## src/sv/pixel_to_occupancy_classifier_core_macros.svh

```systemverilog
// Assertion macros shared by the pixel to occupancy classifier RTL.
`ifndef PIXEL_TO_OCCUPANCY_CLASSIFIER_CORE_MACROS_SVH
`define PIXEL_TO_OCCUPANCY_CLASSIFIER_CORE_MACROS_SVH

`ifndef SYNTHESIS
`define P2OC_ASSERT_IMPL(name, clk, rstn, ante, cons) \
	name: assert property (@(posedge clk) disable iff (!rstn) (ante) |-> (cons)) \
		else $error("p2oc assertion failed");
`define P2OC_ASSERT_NEXT(name, clk, rstn, ante, cons) \
	name: assert property (@(posedge clk) disable iff (!rstn) (ante) |=> (cons)) \
		else $error("p2oc assertion failed");
`else
`define P2OC_ASSERT_IMPL(name, clk, rstn, ante, cons)
`define P2OC_ASSERT_NEXT(name, clk, rstn, ante, cons)
`endif

`endif

```

## src/sv/p2oc_pkg.sv

```systemverilog
// Types and constants of the pixel to occupancy classifier.
package p2oc_pkg;

	localparam int DIM_W  = 13;
	localparam int IDX_W  = 24;
	localparam int NUM_W  = 32;
	localparam int DEN_W  = 25;
	localparam int DIV_QW = 7;

	localparam logic [1:0] MODE_TRINARY = 2'd0;
	localparam logic [1:0] MODE_SCALED  = 2'd1;
	localparam logic [1:0] MODE_RAW     = 2'd2;

	localparam logic [7:0] RED_FREE_MIN   = 8'd245;
	localparam logic [7:0] BLUE_FREE_MIN  = 8'd226;
	localparam logic [7:0] SCALE_SPAN     = 8'd98;
	localparam logic [7:0] VAL_FREE       = 8'd0;
	localparam logic [7:0] VAL_OCC        = 8'd100;
	localparam logic [7:0] VAL_UNKNOWN    = 8'd255;
	localparam logic [7:0] VAL_SCALED_MIN = 8'd1;
	localparam logic [7:0] VAL_SCALED_MAX = 8'd99;
	localparam logic [8:0] FULL_SCALE2    = 9'd510;

	localparam logic [1:0]       RST_MAP_MODE = MODE_TRINARY;
	localparam logic [15:0]      RST_OCC_THR  = 16'd42598;
	localparam logic [15:0]      RST_FREE_THR = 16'd12845;
	localparam logic [2:0]       RST_CHAN_CNT = 3'd1;
	localparam logic [DIM_W-1:0] RST_DIM      = 13'd4096;

	typedef enum logic [2:0] {
		REG_MAP_MODE,
		REG_NEGATE,
		REG_OCC_THR,
		REG_FREE_THR,
		REG_CHAN_CNT,
		REG_ALPHA,
		REG_WIDTH,
		REG_HEIGHT
	} p2oc_reg_t;

	typedef struct packed {
		logic [7:0] chan0;
		logic [7:0] chan1;
		logic [7:0] chan2;
	} p2oc_pixel_t;

	typedef struct packed {
		logic [IDX_W-1:0] cell_index;
		logic [7:0]       cell_value;
		logic             last_cell;
	} p2oc_cell_t;

	typedef struct packed {
		p2oc_reg_t   addr;
		logic [15:0] wdata;
	} p2oc_cfg_t;

	typedef struct packed {
		logic [1:0]       map_mode;
		logic             negate;
		logic [15:0]      occ_thr;
		logic [15:0]      free_thr;
		logic [2:0]       chan_cnt;
		logic             alpha;
		logic [DIM_W-1:0] width;
		logic [DIM_W-1:0] height;
	} p2oc_settings_t;

endpackage

```

## src/sv/p2oc_ifs.sv

```systemverilog
// Valid/ready channel interfaces for pixels, cells and configuration writes.
interface p2oc_pix_if;
	import p2oc_pkg::*;
	logic        valid;
	logic        ready;
	p2oc_pixel_t data;
	modport source (output valid, output data, input ready);
	modport sink (input valid, input data, output ready);
endinterface

interface p2oc_cell_if;
	import p2oc_pkg::*;
	logic       valid;
	logic       ready;
	p2oc_cell_t data;
	modport source (output valid, output data, input ready);
	modport sink (input valid, input data, output ready);
endinterface

interface p2oc_cfg_if;
	import p2oc_pkg::*;
	logic      valid;
	logic      ready;
	p2oc_cfg_t data;
	modport source (output valid, output data, input ready);
	modport sink (input valid, input data, output ready);
endinterface

```

## src/sv/p2oc_cfg_regs.sv

```systemverilog
// Configuration register file of the pixel to occupancy classifier.
module p2oc_cfg_regs (
	input  logic                     clk,
	input  logic                     arst_n,
	p2oc_cfg_if.sink                 cfg,
	output p2oc_pkg::p2oc_settings_t settings
);
	import p2oc_pkg::*;

	p2oc_settings_t settings_q;

	assign cfg.ready = 1'b1;
	assign settings  = settings_q;

	always_ff @(posedge clk or negedge arst_n) begin
		if (!arst_n) begin
			settings_q.map_mode <= RST_MAP_MODE;
			settings_q.negate   <= 1'b0;
			settings_q.occ_thr  <= RST_OCC_THR;
			settings_q.free_thr <= RST_FREE_THR;
			settings_q.chan_cnt <= RST_CHAN_CNT;
			settings_q.alpha    <= 1'b0;
			settings_q.width    <= RST_DIM;
			settings_q.height   <= RST_DIM;
		end else if (cfg.valid) begin
			unique case (cfg.data.addr)
				REG_MAP_MODE: settings_q.map_mode <= cfg.data.wdata[1:0];
				REG_NEGATE:   settings_q.negate   <= cfg.data.wdata[0];
				REG_OCC_THR:  settings_q.occ_thr  <= cfg.data.wdata;
				REG_FREE_THR: settings_q.free_thr <= cfg.data.wdata;
				REG_CHAN_CNT: settings_q.chan_cnt <= cfg.data.wdata[2:0];
				REG_ALPHA:    settings_q.alpha    <= cfg.data.wdata[0];
				REG_WIDTH:    settings_q.width    <= cfg.data.wdata[DIM_W-1:0];
				REG_HEIGHT:   settings_q.height   <= cfg.data.wdata[DIM_W-1:0];
				default:      settings_q          <= settings_q;
			endcase
		end
	end

endmodule

```

## src/sv/p2oc_raster.sv

```systemverilog
// Raster position counters and vertically flipped cell index.
module p2oc_raster #(
	parameter int MAX_DIM = 4096
) (
	input  logic                     clk,
	input  logic                     arst_n,
	input  p2oc_pkg::p2oc_settings_t settings,
	input  logic                     advance,
	output logic [p2oc_pkg::IDX_W-1:0] cell_index,
	output logic                     last_cell
);
	import p2oc_pkg::*;

	localparam int CNT_W = ($clog2(MAX_DIM) < DIM_W) ? $clog2(MAX_DIM) : DIM_W;
	localparam int PRD_W = 2 * DIM_W;

	logic [CNT_W-1:0] col_q, row_q;
	logic [DIM_W-1:0] dim_w, dim_h;
	logic [DIM_W-1:0] col_eff, row_eff, col_inc, row_inc, rows_left;
	logic [PRD_W-1:0] idx_sum;

	function automatic logic [DIM_W-1:0] clamp_dim(input logic [DIM_W-1:0] v);
		logic [DIM_W-1:0] r;
		r = v;
		if (v == '0) begin
			r = DIM_W'(1);
		end else if (32'(v) > MAX_DIM) begin
			r = DIM_W'(MAX_DIM);
		end
		return r;
	endfunction

	always_comb begin
		dim_w     = clamp_dim(settings.width);
		dim_h     = clamp_dim(settings.height);
		col_eff   = (DIM_W'(col_q) >= dim_w) ? '0 : DIM_W'(col_q);
		row_eff   = (DIM_W'(row_q) >= dim_h) ? '0 : DIM_W'(row_q);
		col_inc   = col_eff + DIM_W'(1);
		row_inc   = row_eff + DIM_W'(1);
		rows_left = dim_h - DIM_W'(1) - row_eff;
		idx_sum   = PRD_W'(dim_w) * PRD_W'(rows_left) + PRD_W'(col_eff);
	end

	assign cell_index = idx_sum[IDX_W-1:0];
	assign last_cell  = (col_inc == dim_w) && (row_inc == dim_h);

	always_ff @(posedge clk or negedge arst_n) begin
		if (!arst_n) begin
			col_q <= '0;
			row_q <= '0;
		end else if (advance) begin
			if (col_inc >= dim_w) begin
				col_q <= '0;
				row_q <= (row_inc >= dim_h) ? '0 : row_inc[CNT_W-1:0];
			end else begin
				col_q <= col_inc[CNT_W-1:0];
				row_q <= row_eff[CNT_W-1:0];
			end
		end
	end

endmodule

```

## src/sv/p2oc_divider.sv

```systemverilog
// Restoring divider, one quotient bit per cycle, for the scaled occupancy ratio.
module p2oc_divider (
	input  logic                          clk,
	input  logic                          arst_n,
	input  logic                          start,
	input  logic [p2oc_pkg::NUM_W-1:0]    num,
	input  logic [p2oc_pkg::DEN_W-1:0]    den,
	output logic                          done,
	output logic [p2oc_pkg::DIV_QW-1:0]   quot
);
	import p2oc_pkg::*;

	localparam int CNT_W = $clog2(DIV_QW);

	logic             busy_q, done_q;
	logic [CNT_W-1:0] cnt_q;
	logic [NUM_W-1:0] rem_q, den_sh_q;
	logic [DIV_QW-1:0] quot_q;
	logic             fits;

	assign fits = (rem_q >= den_sh_q);
	assign done = done_q;
	assign quot = quot_q;

	always_ff @(posedge clk or negedge arst_n) begin
		if (!arst_n) begin
			busy_q <= 1'b0;
			done_q <= 1'b0;
			cnt_q  <= '0;
		end else begin
			done_q <= 1'b0;
			if (start) begin
				busy_q   <= 1'b1;
				cnt_q    <= CNT_W'(DIV_QW - 1);
				rem_q    <= num;
				den_sh_q <= NUM_W'(den) << (DIV_QW - 1);
				quot_q   <= '0;
			end else if (busy_q) begin
				if (fits) begin
					rem_q <= rem_q - den_sh_q;
				end
				quot_q   <= {quot_q[DIV_QW-2:0], fits};
				den_sh_q <= den_sh_q >> 1;
				cnt_q    <= cnt_q - CNT_W'(1);
				if (cnt_q == '0) begin
					busy_q <= 1'b0;
					done_q <= 1'b1;
				end
			end
		end
	end

endmodule

```

## src/sv/pixel_to_occupancy_classifier_core.sv

```systemverilog
// Top level of the pixel to occupancy classifier: sequencer and classification.
// Sequence: a pixel accepted in ST_IDLE is classified in ST_PREP and written to the output
// register in ST_FIN; scaled cells pass through ST_LOAD and ST_DIV first, where the restoring
// divider forms the 7-bit quotient one bit at a time. A new pixel is taken only in ST_IDLE,
// even while a finished cell still waits in the output register.
// Reset: clears the sequencer, the raster counters and the output valid, and loads the
// configuration reset values. No clearing pass.
`include "pixel_to_occupancy_classifier_core_macros.svh"

module pixel_to_occupancy_classifier_core #(
	parameter int MAX_DIM = 4096
) (
	input logic         clk,
	input logic         arst_n,
	p2oc_pix_if.sink    pix,
	p2oc_cell_if.source grid,
	p2oc_cfg_if.sink    cfg
);
	import p2oc_pkg::*;

	typedef enum logic [2:0] {ST_IDLE, ST_PREP, ST_LOAD, ST_DIV, ST_FIN} state_t;

	state_t           state_q;
	p2oc_settings_t   settings;
	p2oc_pixel_t      pix_q;
	logic [IDX_W-1:0] idx_q, r_idx;
	logic             last_q, r_last;
	logic [7:0]       value_q;
	logic [DEN_W-1:0] diff_q, den_q;
	logic             out_valid_q;
	logic             out_stall;
	p2oc_cell_t       out_q;
	logic             div_done;
	logic [DIV_QW-1:0] div_quot;
	logic             accept;

	logic [2:0]       n_ch, k_ch;
	logic [8:0]       m2, m2n, d_occ;
	logic [7:0]       alpha_byte;
	logic             alpha_zero;
	logic [DEN_W-1:0] lhs, othr, fthr, thr_gap;
	logic [15:0]      thr_dlt;
	logic [7:0]       prep_value;
	logic             need_div;
	logic [7:0]       scaled_inc, scaled_value;

	assign accept    = pix.valid && pix.ready;
	assign pix.ready = (state_q == ST_IDLE);
	assign grid.valid = out_valid_q;
	assign grid.data  = out_q;
	assign out_stall  = out_valid_q && !grid.ready;

	p2oc_cfg_regs u_cfg (
		.clk      (clk),
		.arst_n   (arst_n),
		.cfg      (cfg),
		.settings (settings)
	);

	p2oc_raster #(
		.MAX_DIM (MAX_DIM)
	) u_raster (
		.clk        (clk),
		.arst_n     (arst_n),
		.settings   (settings),
		.advance    (accept),
		.cell_index (r_idx),
		.last_cell  (r_last)
	);

	p2oc_divider u_div (
		.clk    (clk),
		.arst_n (arst_n),
		.start  (state_q == ST_LOAD),
		.num    (NUM_W'(diff_q) * NUM_W'(SCALE_SPAN)),
		.den    (den_q),
		.done   (div_done),
		.quot   (div_quot)
	);

	always_comb begin
		n_ch = settings.chan_cnt;
		if (n_ch == 3'd0) begin
			n_ch = 3'd1;
		end else if (n_ch > 3'd4) begin
			n_ch = 3'd4;
		end
		k_ch = (settings.map_mode == MODE_TRINARY || !settings.alpha) ? n_ch : n_ch - 3'd1;
		if (k_ch == 3'd0) begin
			k_ch = 3'd1;
		end
		m2         = (k_ch == 3'd1) ? {pix_q.chan0, 1'b0} : 9'(pix_q.chan0) + 9'(pix_q.chan1);
		alpha_byte = (n_ch == 3'd2) ? pix_q.chan1 : pix_q.chan2;
		alpha_zero = (n_ch != 3'd1) && (alpha_byte == 8'd0);
		m2n        = settings.negate ? FULL_SCALE2 - m2 : m2;
		d_occ      = FULL_SCALE2 - m2n;
		lhs        = {d_occ, 16'd0};
		othr       = {settings.occ_thr, 9'd0} - DEN_W'({settings.occ_thr, 1'b0});
		fthr       = {settings.free_thr, 9'd0} - DEN_W'({settings.free_thr, 1'b0});
		thr_dlt    = settings.occ_thr - settings.free_thr;
		thr_gap    = {thr_dlt, 9'd0} - DEN_W'({thr_dlt, 1'b0});
		need_div   = 1'b0;
		if (k_ch > 3'd2) begin
			prep_value = (pix_q.chan0 >= RED_FREE_MIN || pix_q.chan2 >= BLUE_FREE_MIN) ?
				VAL_FREE : VAL_OCC;
		end else if (settings.map_mode == MODE_RAW) begin
			prep_value = m2n[8:1];
		end else if (lhs > othr) begin
			prep_value = VAL_OCC;
		end else if (lhs < fthr) begin
			prep_value = VAL_FREE;
		end else if (settings.map_mode == MODE_TRINARY || alpha_zero) begin
			prep_value = VAL_UNKNOWN;
		end else if (settings.occ_thr <= settings.free_thr) begin
			prep_value = VAL_SCALED_MIN;
		end else begin
			prep_value = VAL_SCALED_MIN;
			need_div   = 1'b1;
		end
		scaled_inc   = 8'(div_quot) + VAL_SCALED_MIN;
		scaled_value = (scaled_inc > VAL_SCALED_MAX) ? VAL_SCALED_MAX : scaled_inc;
	end

	always_ff @(posedge clk or negedge arst_n) begin
		if (!arst_n) begin
			state_q     <= ST_IDLE;
			out_valid_q <= 1'b0;
		end else begin
			if (grid.ready && state_q != ST_FIN) begin
				out_valid_q <= 1'b0;
			end
			unique case (state_q)
				ST_IDLE: begin
					if (pix.valid) begin
						pix_q   <= pix.data;
						idx_q   <= r_idx;
						last_q  <= r_last;
						state_q <= ST_PREP;
					end
				end
				ST_PREP: begin
					diff_q  <= lhs - fthr;
					den_q   <= thr_gap;
					value_q <= prep_value;
					state_q <= need_div ? ST_LOAD : ST_FIN;
				end
				ST_LOAD: begin
					state_q <= ST_DIV;
				end
				ST_DIV: begin
					if (div_done) begin
						value_q <= scaled_value;
						state_q <= ST_FIN;
					end
				end
				ST_FIN: begin
					if (!out_valid_q || grid.ready) begin
						out_q.cell_index <= idx_q;
						out_q.cell_value <= value_q;
						out_q.last_cell  <= last_q;
						out_valid_q      <= 1'b1;
						state_q          <= ST_IDLE;
					end
				end
				default: begin
					state_q <= ST_IDLE;
				end
			endcase
		end
	end

	`P2OC_ASSERT_IMPL(a_done_in_div, clk, arst_n, div_done, state_q == ST_DIV)
	`P2OC_ASSERT_IMPL(a_quot_range, clk, arst_n, div_done, div_quot <= DIV_QW'(SCALE_SPAN))
	`P2OC_ASSERT_NEXT(a_hold_result, clk, arst_n, state_q == ST_FIN && out_stall, state_q == ST_FIN)

endmodule
```

## src/flat_wrapper.sv

```systemverilog
// flat-port wrapper written by rule: the top's interface ports become plain ports
module pixel_to_occupancy_classifier_core_flat import p2oc_pkg::*;
#(
	parameter int MAX_DIM = 4096
)
  (clk, arst_n, pix_valid, pix_data, pix_ready, grid_valid, grid_data, grid_ready, cfg_valid, cfg_data, cfg_ready);
  p2oc_pix_if pix_i ();
  p2oc_cell_if grid_i ();
  p2oc_cfg_if cfg_i ();
  input logic clk;
  input logic arst_n;
  input wire logic [$bits(pix_i.valid)-1:0] pix_valid;
  input wire logic [$bits(pix_i.data)-1:0] pix_data;
  output wire logic [$bits(pix_i.ready)-1:0] pix_ready;
  output wire logic [$bits(grid_i.valid)-1:0] grid_valid;
  output wire logic [$bits(grid_i.data)-1:0] grid_data;
  input wire logic [$bits(grid_i.ready)-1:0] grid_ready;
  input wire logic [$bits(cfg_i.valid)-1:0] cfg_valid;
  input wire logic [$bits(cfg_i.data)-1:0] cfg_data;
  output wire logic [$bits(cfg_i.ready)-1:0] cfg_ready;
  assign pix_i.valid = pix_valid;
  assign pix_i.data = pix_data;
  assign pix_ready = pix_i.ready;
  assign grid_valid = grid_i.valid;
  assign grid_data = grid_i.data;
  assign grid_i.ready = grid_ready;
  assign cfg_i.valid = cfg_valid;
  assign cfg_i.data = cfg_data;
  assign cfg_ready = cfg_i.ready;
  pixel_to_occupancy_classifier_core #(.MAX_DIM(MAX_DIM)) u_core (.clk(clk), .arst_n(arst_n), .pix(pix_i), .grid(grid_i), .cfg(cfg_i));
endmodule
```

## config.mk

```make
export PLATFORM = sky130hd
export DESIGN_NAME = pixel_to_occupancy_classifier_core_flat
export DESIGN_NICKNAME = d
export VERILOG_FILES = /design/src/sv/p2oc_pkg.sv /design/src/sv/p2oc_ifs.sv /design/src/sv/p2oc_cfg_regs.sv /design/src/sv/p2oc_raster.sv /design/src/sv/p2oc_divider.sv /design/src/sv/pixel_to_occupancy_classifier_core.sv /design/src/flat_wrapper.sv
export VERILOG_INCLUDE_DIRS = /design/src /design/src/sv
export SDC_FILE = /design/constraint.sdc
export NUM_CORES = 1
export LEC_CHECK = 0
export ABC_AREA = 1
export BUFFER_PORTS_ARGS = -buffer_cell sky130_fd_sc_hd__buf_2
export CAP_MARGIN = 0
export CORE_MARGIN = 10
export CORE_UTILIZATION = 40
export DETAILED_ROUTE_END_ITERATION = 10
export HOLD_SLACK_MARGIN = 0.15
export PLACE_DENSITY = 0.65
export SETUP_SLACK_MARGIN = 0.4
export SYNTH_ARGS = -nofsm -noshare
export SYNTH_HDL_FRONTEND = slang
export SYNTH_SLANG_ARGS = --single-unit
```

## constraint.sdc

```tcl
create_clock -name clk -period 10.4 [get_ports clk]
set_clock_uncertainty 0.2 [all_clocks]
set_input_delay 0.52 -clock clk [delete_from_list [all_inputs] [get_ports clk]]
set_output_delay 0.52 -clock clk [all_outputs]
set_load 0.05 [all_outputs]
```

==> run_results.csv, run 1 <==
group,metric,value,unit
outcome,outcome,"completed",
route,drtPass1Iterations,5,
logic_synthesis,syn_nets,4188,
logic_synthesis,synth-edff-count,209,
critical_path,startpoint_type,"flip-flop",
floorplan,floorplan.core_area,72800,sq um
route,vias,24500,
critical_path,timing.setup.critical_path_class,"flip-flop to flip-flop",
route,detailed_route_drc_error_count,0,
critical_path,max_stage_delay,0.55,ns
critical_path,cpMostUsedCell,"inv_1",
logic_synthesis,avgSynthCellArea,8.00,sq um
logic_synthesis,synth-xor-area-share,4.72,%
layout,postLayoutCoreUtil,44.8,%
floorplan,fp.dieH,291,microns
grt,grt_first_pass_wirelength,131000,microns
layout,design.final.nets,4326,
grt,grt_pass1_vias,24500,
cts,clk_transition_reported_paths,0.06,ns
critical_path,worst_path_max_delay_cell,"fa_1",
route,routed_wire_length_per_instance,16.9,microns
logic_synthesis,synth_simple_gate_area_share,21.5,%
floorplan,placement_rows,99,
cts,clock_latency,0.57,ns
route,antenna_left,0,
floorplan,num_io_pins,84,
cts,max-clock-path-buffers,3,
timing,post-route-min-period,9.46,ns
place,hpwlAfterDp,65000,microns
logic_synthesis,synth_top_family_by_area,"adder cells",
layout,multiInputGateArea,18000,sq um
timing,hold_violations,0,
layout,final_design_area_no_fill,32700,sq um
cts,number_of_sinks_handled_by_clock_tree_synthesis,307,
floorplan,die_w,291,microns
route,drt-total-wl,80600,microns
cts,clk_root_buffer_cell,"clkbuf_16",
route,post_drt_via_cell_ratio,5.13,
timing,final_max_slew_viol_count,0,
cts,tritoncts,"yes",
floorplan,design.die.area,84500,sq um
critical_path,path_max_fanout,8,
floorplan,floorplan.initialDensity,40.2,%
logic_synthesis,yosys_most_used_dff,"edfxtp_1",
cts,cts.htree.levels,2,
timing,worst_slew_margin_rel,25.0,%
logic_synthesis,synth_cell_type_count,67,
hold_path,hp-class,"input pin to flip-flop",
logic_synthesis,syn-cell-area,29300,sq um
layout,insertedDiodeCount,0,
timing,setup_repair_after_global_routing_missed_its_margin,"yes",
timing,final-setup-viol-count,0,
layout,ratio_of_cells_with_drive_above_1_in_the_final_layout,7.64,%
logic_synthesis,synthCells,3660,
grt,global_route.usage.total,18.9,%
logic_synthesis,ys_seq_elements,307,
timing,hold_ws,0.165,ns
logic_synthesis,ys_async_sr_fraction,31.9,%
critical_path,required,10.49,ns
timing,fmax,106,MHz
cts,cts_made_buffers,36,
place,placement.cell_area,30800,sq um
grt,number_of_antenna_violations_at_the_first_check_in_global_routing,0,
layout,regArea,8750,sq um
layout,area_grow_syn2layout,11.5,%
flow_run,timing.max_cap.violations,0,
timing,worst_slew_pin_slew,1.12,ns
place,port-buffer-count,82,
logic_synthesis,synth_compound_gate_area_share,10.1,%
timing,final.setup.tns,0,ns
logic_synthesis,share_of_cell_area_taken_by_muxes_after_synthesis,0,%
layout,final.fill_count,7240,
route,initialDrtViolationCount,1764,
logic_synthesis,synth-adder-area-share,24.4,%
timing,post-route-period-util,91.0,%
logic_synthesis,share_of_synthesized_area_occupied_by_flip_flops_and_latches,29.9,%
critical_path,end_kind,"flip-flop",
grt,overflow,0,
grt,grt_start_max_net_pins,84,
critical_path,cp_data_arrival_time,9.55,ns
place,globalplace.congestion,0.944,
logic_synthesis,ys.warnings.count,0,
## area by class of cell
class                   instances  share of cell area (%)
multi-input cells            2636                    55.0
flip-flops and latches        307                    26.8
inverters                     669                    7.70
well taps                     959                    3.67
clock buffers                  49                    3.26
repair buffers                148                    3.12
clock inverters                15                   0.456
## what timing repair did
item | in CTS | in global routing
buffers inserted | 0 | 7
endpoints found under the hold margin | 84 | 0
gates resized for setup | 0 | 28
hold buffers | 44 | 0
setup endpoints to repair | 0 | 12
## registers in the layout, indices dropped and copies added (netlist names), 24 cells and up
name,cells
u_core.den_q,24
u_core.diff_q,24
u_core.grid.data,33
u_core.idx_q,24
u_core.pix_q,24
u_core.u_cfg.settings,65
u_core.u_div.den_sh_q,32
u_core.u_div.rem_q,32
## path summary, 6_finish.rpt
path | startpoint | end | slack (ns) | cells after the start
worst max-delay path | u_core.u_cfg.settings[7]$_DFFE_PN0P_ | u_core.idx_q[20]$_DFFE_PP_ | 0.94 | 46
worst min-delay path | cfg_data[16] | u_core.u_cfg.settings[63]$_DFFE_PN0P_ | 0.16 | 4
worst max register to register | u_core.u_cfg.settings[7]$_DFFE_PN0P_ | u_core.idx_q[20]$_DFFE_PP_ | 0.94 | 46
worst min register to register | u_core.idx_q[19]$_DFFE_PP_ | u_core.grid.data[28]$_DFFE_PP_ | 0.21 | 0
max in group asynchronous | arst_n | u_core.u_raster.col_q[9]$_DFFE_PN0P_ | 8.31 | 3
min in group asynchronous | arst_n | u_core.u_cfg.settings[38]$_DFFE_PN0P_ | 0.25 | 2
## synth_stat cells (4+ instances only)
master    instances  share of area (%)
o21bai_1         17               0.44
and2_1            8               0.17
ha_1            329                 14
nand3b_1         13               0.33
xnor2_1          49                1.5
buf_2             5              0.085
o21a_1           10               0.26
a211oi_1          7               0.18
inv_1           653                8.4
a21oi_1         179                3.1
nand3_2           5               0.17
buf_1             4              0.051
fa_1            151                 10
nand2_4           6               0.23
nor2_1          310                4.0
o31ai_1          29               0.74
o21ai_0         203                3.5
dfstp_2          18                1.6
nand3_1         150                2.6
nand2_2          13               0.28
nor2_2           15               0.32
nor4_1           17               0.36
edfxtp_1        209                 21
xor2_1          107                3.2
a31oi_1          13               0.28
o211ai_1          8               0.20
nand2_1         816                 10
o21ai_1          14               0.24
clkbuf_1         34               0.44
o22ai_1           9               0.19
inv_2            12               0.15
nor2_4            7               0.27
nand4_1          52                1.1
a21boi_0          5               0.13
dfrtp_1          80                6.8
a21o_1            7               0.18
nor3_1           45               0.77
o21ai_2           4               0.12
## per-layer routing
layer	GRT usage [%]	up-vias	routed length [microns]
met5	0	-	0
met4	6.82	0	3070
met3	2.41	155	3840
met2	32.6	620	38600
met1	23.8	11600	35100
li1	-	12200	-
## layout by cell type, fill, tap and decap left out, types with 8 or more instances in the layout
cell type      netlist  final
nand2_1            816    813
inv_1              653    651
ha_1               329    329
nor2_1             310    303
edfxtp_1           209    209
o21ai_0            203    202
a21oi_1            179    175
fa_1               151    151
nand3_1            150    150
xor2_1             107    103
buf_2                5     81
dfrtp_1             80     80
nand4_1             52     52
xnor2_1             49     48
dlygate4sd3_1        0     44
nor3_1              45     42
clkbuf_16            0     40
o31ai_1             29     29
buf_4                2     23
nor2_2              15     19
dfstp_2             18     18
o21bai_1            17     16
inv_2               12     15
nand2_2             13     15
nor4_1              17     15
nand3b_1            13     13
o21ai_1             14     13
a31oi_1             13     13
nor2_4               7     10
o21a_1              10     10
o22ai_1              9      9
o211ai_1             8      8
and2_1               8      8
## metrics by stage
stage	cells	worst slack, ns
final	4783	0.941
after global routing	4783	0.305
after CTS	4775	0.568
after detailed placement	4667	0.635
after global placement	4667	0.754
after floorplan	3660	1.84
## worst max-delay path, delay by kind of cell, from the launching register on
kind            cells  cell delay [ns]
buf+inv            12             1.09
flops               1             0.37
compound gates      7             1.11
xor+xnor            2             0.49
simple gates       15             1.76
fa+ha+maj          10             4.12
## kinds of logic after synthesis
logic type | Yosys count
DFF | 307
xor gates and xnor gates | 157
adders and majority gates | 480
other | 1
and+or+nand+nor | 1472
buffers and inverters | 718
AOI/OAI and AO/OA | 525
Power of run 1 is left out: the tool's default activity adds up to more than one toggle a clock period on the data nets, which glitch-free logic cannot reach.
==> inputs of run 2 (changes only) <==
--- a/config.mk
+++ b/config.mk
@@ -15,6 +15,7 @@
 export HOLD_SLACK_MARGIN = 0.15
 export PLACE_DENSITY = 0.65
 export SETUP_SLACK_MARGIN = 0.4
+export SLEW_MARGIN = 20
 export SYNTH_ARGS = -nofsm -noshare
 export SYNTH_HDL_FRONTEND = slang
 export SYNTH_SLANG_ARGS = --single-unit
==> constraint.sdc (replaced) <==
create_clock -name clk -period 10.4 [get_ports clk]
set_clock_uncertainty 0.2 [all_clocks]
set_input_delay 2.08 -clock clk [delete_from_list [all_inputs] [get_ports clk]]
set_output_delay 2.08 -clock clk [all_outputs]
set_load 0.05 [all_outputs]
==> run_results.csv, run 2 (synthesized netlist as in run 1, its figures left out) <==
group,metric,value,unit
outcome,outcome,"completed",
layout,largest_register_ff_count,65,
flow_run,timing.max_cap.violations,0,
place,globalplace.congestion,0.944,
route,detailed_route_drc_error_count,0,
critical_path,cpMostUsedCell,"inv_1",
layout,most-common-layout-cells,"nand2_1, inv_1, ha_1, nor2_1, edfxtp_1",
timing,setup_repair_after_global_routing_missed_its_margin,"no",
timing,final-setup-viol-count,0,
cts,clock_latency,0.57,ns
route,routed_wire_length_per_instance,16.9,microns
route,met2WireLength,38000,microns
place,placement.cell_area,30800,sq um
layout,area_grow_syn2layout,10.2,%
cts,cts_made_buffers,36,
floorplan,die_w,291,microns
timing,post-route-period-util,90.9,%
timing,post-route-min-period,9.45,ns
route,drt-total-wl,80100,microns
place,hpwlAfterDp,65000,microns
timing,worst_slew_margin_rel,31.6,%
critical_path,worst_path_max_delay_cell,"fa_1",
floorplan,num_io_pins,84,
critical_path,max_stage_delay,0.55,ns
floorplan,fp.dieH,291,microns
route,post_drt_via_cell_ratio,5.13,
hold_path,hp-class,"flip-flop to flip-flop",
timing,final_max_slew_viol_count,0,
floorplan,floorplan.core_area,72800,sq um
layout,design.final.nets,4281,
grt,overflow,0,
cts,tritoncts,"yes",
route,met1Wirelength,35500,microns
cts,clk_transition_reported_paths,0.06,ns
route,vias,24300,
layout,largest-register,"u_core.u_cfg.settings",
route,dr.max_layer_used,"met4",
layout,final_design_area_no_fill,32300,sq um
timing,fmax,106,MHz
grt,grt_pass1_vias,24200,
grt,grt_start_max_net_pins,84,
cts,cts.htree.levels,2,
layout,insertedDiodeCount,0,
critical_path,cp_data_arrival_time,9.54,ns
critical_path,required,10.49,ns
grt,grt_first_pass_wirelength,130000,microns
route,antenna_left,0,
route,initialDrtViolationCount,1621,
timing,hold_ws,0.214,ns
floorplan,floorplan.initialDensity,40.2,%
floorplan,design.die.area,84500,sq um
grt,global_route.usage.total,18.7,%
critical_path,timing.setup.critical_path_class,"flip-flop to flip-flop",
critical_path,startpoint_type,"flip-flop",
place,dpl.cell_count,4667,
timing,hold_violations,0,
cts,max-clock-path-buffers,3,
timing,final.setup.tns,0,ns
cts,clk_root_buffer_cell,"clkbuf_16",
critical_path,cp_num_buf_inv,11,
cts,cts_hold_buffers_added,0,
layout,final.fill_count,7287,
timing,worst_slew_pin_slew,1.02,ns
layout,finalNonFillerCells,4738,
route,met3_wirelength,3700,microns
critical_path,path_max_fanout,8,
layout,ratio_of_cells_with_drive_above_1_in_the_final_layout,7.83,%
critical_path,end_kind,"flip-flop",
floorplan,placement_rows,99,
critical_path,critical-path-top-delay-family,"adder cells",
place,port-buffer-count,82,
grt,number_of_antenna_violations_at_the_first_check_in_global_routing,0,
route,drtPass1Iterations,5,
cts,number_of_sinks_handled_by_clock_tree_synthesis,307,
layout,layout.cells.most_common,"nand2_1",
run 2: cell types whose count changed in the layout (fill, tap and decap cells not counted), sizes merged:
| cell | delta |
|---|---|
| dlygate4sd3 | -44 |
| buf | -1 |
run 2: area by class of cell:
cell class / count / area (sq um) / share of cell area (%)
Clock buffer: 49 / 1060 / 3.30
Multi-Input combinational cell: 2636 / 18000 / 55.8
Clock inverter: 15 / 149 / 0.461
Sequential cell: 307 / 8750 / 27.1
Inverter: 669 / 2510 / 7.79
Timing Repair Buffer: 103 / 594 / 1.84
Tap cell: 959 / 1200 / 3.72
run 2: timing repair:
item	in CTS	in global routing
resized for setup	0	34
setup endpoints to repair	0	12
setup buffers	0	5
run 2: per-stage QoR:
stage / util [%] / setup WS, ns
after floorplan: - / 1.84
after global placement: 42.3 / 0.754
after detailed placement: 42.3 / 0.635
after CTS: 44.0 / 0.568
after global routing: 44.3 / 0.322
final: 44.3 / 0.951
run 2: path summary, 6_finish.rpt:
path / start / endpoint / slack (ns) / depth (start not counted)
hold reg to reg: u_core.idx_q[19]$_DFFE_PP_ / u_core.grid.data[28]$_DFFE_PP_ / 0.21 / 0
max in group asynchronous: arst_n / u_core.u_raster.col_q[11]$_DFFE_PN0P_ / 7.60 / 2
hold / removal: u_core.idx_q[19]$_DFFE_PP_ / u_core.grid.data[28]$_DFFE_PP_ / 0.21 / 0
setup reg to reg: u_core.u_cfg.settings[6]$_DFFE_PN0P_ / u_core.idx_q[20]$_DFFE_PP_ / 0.95 / 44
setup / recovery: u_core.u_cfg.settings[6]$_DFFE_PN0P_ / u_core.idx_q[20]$_DFFE_PP_ / 0.95 / 44
min in group asynchronous: arst_n / u_core.u_cfg.settings[38]$_DFFE_PN0P_ / 1.28 / 1
run 2: metal layers:
| metal | up-vias | global-route usage [%] |
|---|---|---|
| met1 | 11500 | 23.8 |
| met4 | 0 | 6.65 |
| met3 | 160 | 2.41 |
| met2 | 600 | 32.1 |
| met5 | - | 0 |
| li1 | 12100 | - |
Power of run 2 is left out for the same reason.
